==> src/rtl/nps_pkg.sv <==
package nps_pkg;

  // Defaults for the top-level parameters
  localparam int TABLE_DEPTH_DEF = 64;
  localparam int COORD_WIDTH_DEF = 16;

  // Fixed field widths
  localparam int ID_W     = 16;
  localparam int FIELD_W  = 16;
  localparam int DIST_W   = 33;
  localparam int STATUS_W = 2;

  // Command codes (s_tuser)
  localparam logic CMD_INSERT = 1'b0;
  localparam logic CMD_QUERY  = 1'b1;

  // Result status codes (m_tuser)
  localparam logic [STATUS_W-1:0] ST_ADDED    = 2'd0;
  localparam logic [STATUS_W-1:0] ST_REPLACED = 2'd1;
  localparam logic [STATUS_W-1:0] ST_FULL     = 2'd2;
  localparam logic [STATUS_W-1:0] ST_QUERY    = 2'd3;

  // Sequencer states
  typedef enum logic [1:0] {
    S_IDLE,
    S_SCAN,
    S_DRAIN,
    S_FINISH
  } seq_state_t;

endpackage

==> src/rtl/nearest_point_search_core.sv <==
// Brute-force nearest point search over a table of up to TABLE_DEPTH points.
// Every insert or query walks the N stored entries through one RAM read port,
// one entry per cycle, into a four-stage distance/compare unit; the result
// beat is registered once the scan has drained, and waits while the previous
// result is still held.
// One item at a time: the next beat is taken the cycle after the result is
// registered.
// Synchronous reset empties the table (fill count to zero) and clears control.
module nearest_point_search_core
  import nps_pkg::*;
#(
  parameter int TABLE_DEPTH = TABLE_DEPTH_DEF,
  parameter int COORD_WIDTH = COORD_WIDTH_DEF
) (
  input  logic        clk,
  input  logic        rst,
  input  logic        s_tvalid,
  output logic        s_tready,
  input  logic [47:0] s_tdata,   // point_id[15:0], x_coord[31:16], y_coord[47:32]
  input  logic        s_tuser,   // cmd
  output logic        m_tvalid,
  input  logic        m_tready,
  output logic [55:0] m_tdata,   // found[0], nearest_id[16:1], best_dist_sq[49:17], zero
  output logic [1:0]  m_tuser    // status
);

  localparam int AW    = $clog2(TABLE_DEPTH);
  localparam int CNT_W = $clog2(TABLE_DEPTH + 1);
  localparam int CW    = COORD_WIDTH;
  localparam int EW    = ID_W + 2 * CW;
  localparam int SQW   = 2 * CW + 1;
  localparam int DW    = 2 * CW + 2;

  seq_state_t state, state_next;

  // Accepted item
  logic                 cmd_q;
  logic [ID_W-1:0]      id_q;
  logic signed [CW-1:0] x_q, y_q;
  logic [31:0]          x_raw, y_raw;

  // Table bookkeeping
  logic [CNT_W-1:0] count;
  logic [CNT_W-1:0] idx;
  logic             hit;
  logic [AW-1:0]    hit_idx;

  // RAM port
  logic          ram_we;
  logic [AW-1:0] ram_addr;
  logic [EW-1:0] ram_wdata, ram_rdata;
  logic [ID_W-1:0]      rd_id;
  logic signed [CW-1:0] rd_x, rd_y;

  // Distance pipeline
  logic                 rd_v, d_v, s_v, t_v;
  logic [AW-1:0]        rd_addr_q;
  logic signed [CW:0]   dx, dy;
  logic [ID_W-1:0]      d_id, s_id, t_id;
  logic signed [DW-1:0] px, py;
  logic [SQW-1:0]       sqx, sqy;
  logic [DW-1:0]        sum;

  // Running best
  logic            found_q;
  logic [DW-1:0]   best;
  logic [ID_W-1:0] best_id;

  // Control outputs of the sequencer
  logic accept, issue, out_free, finish, room;

  // Coordinates are the low COORD_WIDTH bits of the field
  assign x_raw = 32'(s_tdata[31:16]);
  assign y_raw = 32'(s_tdata[47:32]);

  assign rd_id = ram_rdata[EW-1 -: ID_W];
  assign rd_x  = ram_rdata[2*CW-1 -: CW];
  assign rd_y  = ram_rdata[CW-1:0];

  assign out_free = !m_tvalid || m_tready;
  assign room     = (count < CNT_W'(TABLE_DEPTH));

  nps_ram #(
    .WIDTH (EW),
    .DEPTH (TABLE_DEPTH)
  ) u_ram (
    .clk   (clk),
    .we    (ram_we),
    .addr  (ram_addr),
    .wdata (ram_wdata),
    .rdata (ram_rdata)
  );

  // State register
  always_ff @(posedge clk) begin
    if (rst) begin
      state <= S_IDLE;
    end else begin
      state <= state_next;
    end
  end

  // Next state and RAM control
  always_comb begin
    state_next = state;
    s_tready   = 1'b0;
    accept     = 1'b0;
    issue      = 1'b0;
    finish     = 1'b0;
    ram_we     = 1'b0;
    ram_addr   = idx[AW-1:0];
    ram_wdata  = {id_q, x_q, y_q};
    unique case (state)
      S_IDLE: begin
        s_tready = 1'b1;
        if (s_tvalid) begin
          accept     = 1'b1;
          state_next = (count == '0) ? S_DRAIN : S_SCAN;
        end
      end
      S_SCAN: begin
        issue = 1'b1;
        if (idx + 1'b1 == count) begin
          state_next = S_DRAIN;
        end
      end
      S_DRAIN: begin
        if (!rd_v && !d_v && !s_v && !t_v) begin
          state_next = S_FINISH;
        end
      end
      S_FINISH: begin
        if (out_free) begin
          finish     = 1'b1;
          state_next = S_IDLE;
          if (cmd_q == CMD_INSERT && (hit || room)) begin
            ram_we   = 1'b1;
            ram_addr = hit ? hit_idx : count[AW-1:0];
          end
        end
      end
      default: state_next = S_IDLE;
    endcase
  end

  // Item capture and scan counter
  always_ff @(posedge clk) begin
    if (accept) begin
      cmd_q <= s_tuser;
      id_q  <= s_tdata[15:0];
      x_q   <= x_raw[CW-1:0];
      y_q   <= y_raw[CW-1:0];
      idx   <= '0;
    end else if (issue) begin
      idx <= idx + 1'b1;
    end
  end

  // Fill count
  always_ff @(posedge clk) begin
    if (rst) begin
      count <= '0;
    end else if (finish && cmd_q == CMD_INSERT && !hit && room) begin
      count <= count + 1'b1;
    end
  end

  // Read beat valid and id match on the RAM output
  always_ff @(posedge clk) begin
    if (rst) begin
      rd_v <= 1'b0;
      hit  <= 1'b0;
    end else begin
      rd_v <= issue;
      if (accept) begin
        hit <= 1'b0;
      end else if (rd_v && !hit && rd_id == id_q) begin
        hit <= 1'b1;
      end
    end
  end

  always_ff @(posedge clk) begin
    rd_addr_q <= idx[AW-1:0];
    if (rd_v && !hit && rd_id == id_q) begin
      hit_idx <= rd_addr_q;
    end
  end

  // Distance pipeline: differences, squares, sum
  assign px = dx * dx;
  assign py = dy * dy;

  always_ff @(posedge clk) begin
    if (rst) begin
      d_v <= 1'b0;
      s_v <= 1'b0;
      t_v <= 1'b0;
    end else begin
      d_v <= rd_v;
      s_v <= d_v;
      t_v <= s_v;
    end
  end

  always_ff @(posedge clk) begin
    dx   <= (CW + 1)'(x_q) - (CW + 1)'(rd_x);
    dy   <= (CW + 1)'(y_q) - (CW + 1)'(rd_y);
    d_id <= rd_id;
    sqx  <= SQW'($unsigned(px));
    sqy  <= SQW'($unsigned(py));
    s_id <= d_id;
    sum  <= DW'(sqx) + DW'(sqy);
    t_id <= s_id;
  end

  // Running minimum, first stored entry wins ties
  always_ff @(posedge clk) begin
    if (rst) begin
      found_q <= 1'b0;
    end else if (accept) begin
      found_q <= 1'b0;
    end else if (t_v) begin
      found_q <= 1'b1;
    end
  end

  always_ff @(posedge clk) begin
    if (t_v && (!found_q || sum < best)) begin
      best    <= sum;
      best_id <= t_id;
    end
  end

  // Output register
  always_ff @(posedge clk) begin
    if (rst) begin
      m_tvalid <= 1'b0;
    end else if (finish) begin
      m_tvalid <= 1'b1;
    end else if (m_tready) begin
      m_tvalid <= 1'b0;
    end
  end

  always_ff @(posedge clk) begin
    if (finish) begin
      if (cmd_q == CMD_QUERY) begin
        m_tuser <= ST_QUERY;
        if (found_q) begin
          m_tdata <= {6'b0, DIST_W'(best), best_id, 1'b1};
        end else begin
          m_tdata <= '0;
        end
      end else begin
        m_tdata <= '0;
        if (hit) begin
          m_tuser <= ST_REPLACED;
        end else if (room) begin
          m_tuser <= ST_ADDED;
        end else begin
          m_tuser <= ST_FULL;
        end
      end
    end
  end

endmodule

==> src/rtl/nps_ram.sv <==
module nps_ram #(
  parameter int WIDTH = 8,
  parameter int DEPTH = 64
) (
  input  logic                     clk,
  input  logic                     we,
  input  logic [$clog2(DEPTH)-1:0] addr,
  input  logic [WIDTH-1:0]         wdata,
  output logic [WIDTH-1:0]         rdata
);

  logic [WIDTH-1:0] mem [DEPTH];

  // Single port, registered read
  always_ff @(posedge clk) begin
    if (we) begin
      mem[addr] <= wdata;
    end
    rdata <= mem[addr];
  end

endmodule

==> config.mk <==
export PLATFORM = sky130hd
export DESIGN_NAME = nearest_point_search_core
export DESIGN_NICKNAME = d
export VERILOG_FILES = /design/src/rtl/nps_pkg.sv /design/src/rtl/nearest_point_search_core.sv /design/src/rtl/nps_ram.sv
export SDC_FILE = /design/constraint.sdc
export NUM_CORES = 2
export LEC_CHECK = 0
export ABC_CLOCK_PERIOD_IN_PS = 6600
export BUFFER_PORTS_ARGS = -buffer_cell sky130_fd_sc_hd__buf_4
export CAP_MARGIN = 25
export CORE_MARGIN = 2
export CORE_UTILIZATION = 39
export CTS_CLUSTER_SIZE = 40
export DETAILED_ROUTE_END_ITERATION = 6
export PLACE_DENSITY_LB_ADDON = 0.3
export SLEW_MARGIN = 20
export SYNTH_ARGS = -nofsm -noshare
export SYNTH_HDL_FRONTEND = slang
export SYNTH_HIERARCHICAL = 1
export SYNTH_SLANG_ARGS = --single-unit
==> constraint.sdc <==
create_clock -name clk -period 6.6 [get_ports clk]
set_clock_uncertainty 0.15 [all_clocks]
set_input_delay 0.99 -clock clk [delete_from_list [all_inputs] [get_ports clk]]
set_output_delay 0.99 -clock clk [all_outputs]
set_load 0.01 [all_outputs]
==> run_results.csv <==
group,metric,value,unit
outcome,status,"complete, no violations",
route,detail-route-antenna-nets,0,
worst_setup_path,crit_slowest_cell,"dfxtp_1",
timing,max_slew.worst_pin.slew,1150,ps
logic_synthesis,synth_top_flop_cell,"edfxtp_1",
timing,timing.fmax,159,MHz
worst_setup_path,arrival,6930,ps
logic_synthesis,synth_edf_count,3229,
worst_setup_path,cp_slowest_stage_delay,640,ps
timing,slew_viol_final,0,
finish,drive_gt1_frac,0.156,
die,core_area,0.385,mm^2
logic_synthesis,synth_cell_types,87,
grt,grt_pass1_wl,659000,um
cts,clock_latency,970,ps
cts,ctsHoldBuffers,0,
finish,mostFrequentLayoutCells,"3229 x edfxtp_1, 762 x inv_1, 523 x fa_1",
die,die_height,626,um
worst_setup_path,crit_path_frequent_cell,"fa_1",
logic_synthesis,yosys_warnings,6,
finish,multi_input_area,0.0440,mm^2
logic_synthesis,netlist_area,0.151,mm^2
cts,clk_pin_slew,60,ps
placed_design,routabilityCongestion,0.882,
placed_design,io_buffers,106,
hold_path,holdCritPathClass,"in2reg",
worst_setup_path,end_kind,"flip-flop",
worst_setup_path,cp-start-kind,"flip-flop",
cts,cts_inserted_buffers,352,
cts,htreeDepth,5,
route,wl,466000,um
route,routed_via_density,5.87,
placed_design,dpl.hpwl,290000,um
die,die_area,0.391,mm^2
worst_setup_path,critPathMaxFanout,10,
timing,finalSetupViolCount,0,
finish,final_nets,10800,
grt,grt-ovfl-total,0,
grt,grt_use_total,0.234,
route,drc,0,
finish,syn_to_final_growth,13.9,%
flow_run,cap_violations,0,
logic_synthesis,avgSynthCellArea,15.7,um^2
timing,period_minus_slack,6300,ps
die,pin_count,113,
worst_setup_path,path_cells,"buf_4 > nand2_1 > fa_1 > fa_1 > fa_1 > inv_1 > fa_1 > fa_1 > inv_1 > fa_1 > inv_1 > ha_1 > nand2_1 > nor2_1 > nor2_1 > o211a_1 > a211oi_2 > nor4_1 > or3_1 > o211ai_1",
die,row_count,228,
grt,grt_antenna_before_repair,29,
cts,cts-root-buf,"clkbuf_16",
route,dr.pass1.iters,5,
timing,relSlewSlack,0.229,
logic_synthesis,synth_area_leaders,"edfxtp_1 64%, fa_1 7.0%, dfxtp_1 3.4%",
finish,nFillCells,33400,
timing,finalHoldViolCount,0,
cts,cts_buffer_depth,4,
route,wire_per_inst,30.5,um
logic_synthesis,ys_seq_area_frac,0.678,
route,drt_iter0_markers,11400,
grt,grt_pass1_vias,89400,
timing,fin_crit_sh,0.955,
die,die_x,626,um
logic_synthesis,synth_top_cell_area_share,0.644,
die,initial_core_util,0.391,
logic_synthesis,async_reset_ff_frac,0,
logic_synthesis,yosysTopAreaCell,"edfxtp_1",
logic_synthesis,netlist_instances,9565,
cts,tritoncts,"done",
finish,seq_area,0.102,mm^2
finish,final_util,0.446,
route,vias,89700,
logic_synthesis,ys_ff_latch,3486,
cts,clock_sinks,3486,
worst_setup_path,path_class,"reg2reg",
worst_setup_path,worst_ep_required_time,7230,ps
finish,layout_commonest_cell,"edfxtp_1",
grt,grt_max_degree,117,
-- synth_stat cells (90+ instances only) --
master / count
buf_2: 140
mux4_2: 110
nor2_1: 409
edfxtp_1: 3229
ha_1: 276
and3_1: 90
mux2i_1: 294
inv_1: 765
mux2_2: 271
o21ai_0: 218
fa_1: 524
o22ai_1: 97
a21oi_1: 330
a22oi_1: 494
nand2_1: 301
and2_1: 120
a221oi_1: 452
xnor2_1: 107
dfxtp_1: 257
clkbuf_1: 312
-- sequential cells by signal, indices dropped and copies added (netlist names), 32 cells and up --
name and cells:
u_ram/mem 3072, m_tdata 50, sqx 32, sum 34, best 34, u_ram/rdata 48, sqy 32
-- cells by family after synthesis --
logic type | share of synthesized area
other | 0.0000249
adders and majority gates | 0.0926
muxes | 0.0565
and+or+nand+nor | 0.0383
xor gates and xnor gates | 0.00942
DFF | 0.678
buffers and inverters | 0.0350
AOI/OAI and AO/OA | 0.0903
-- per-stage QoR --
| stage | area (um^2) | instances | setup WS [ps] | TNS (ps) | hold WS (ps) |
|---|---|---|---|---|---|
| after floorplan | 151000 | 9570 | 481 | 0 | 160 |
| after global placement | 160000 | 14600 | 207 | 0 | 163 |
| after detailed placement | 160000 | 14700 | 121 | 0 | 162 |
| after CTS | 172000 | 15300 | 134 | 0 | 26.9 |
| after global routing | 172000 | 15300 | -12.3 | -12.3 | 54.8 |
| final | 172000 | 15300 | 297 | 0 | 74.6 |
-- repair_timing --
item,CTS,global route
endpoints found under the setup margin,0,11
setup buffers,0,2
gates resized for setup,0,16
-- layout make-up --
type                            count  area share
Clock buffer                      457      0.0559
Clock inverter                    175     0.00967
Antenna cell                        9    0.000131
Timing Repair Buffer              565      0.0295
Tap cell                         5060      0.0369
Inverter                          766      0.0168
Multi-Input combinational cell   4781       0.256
Sequential cell                  3486       0.595
-- worst max-delay path: cells and delay by family (launching register included) --
kind,cells,cell delay [ps]
and+or+nand+nor,6,990
AOI/OAI and AO/OA,3,790
adders and majority gates,7,3260
DFF,1,640
buffers and inverters,4,430
-- routing by layer --
metal	GRT usage	share of wire
met2	0.368	0.46
met3	0.0495	0.10
met1	0.315	0.39
met4	0.0999	0.048
met5	0	0.00022
-- path summary, 6_finish.rpt --
check                   start  endpoint  slack, ps  cells past startpoint
hold reg to reg       d_id[2]   s_id[2]        160                      0
setup / recovery        dx[5]   sqx[32]        300                     20
hold / removal    s_tdata[42]   y_q[10]         70                      1
setup reg to reg        dx[5]   sqx[32]        300                     20
Power is left out: the tool's default activity adds up to more than one toggle a clock period on the data nets, which glitch-free logic cannot reach.
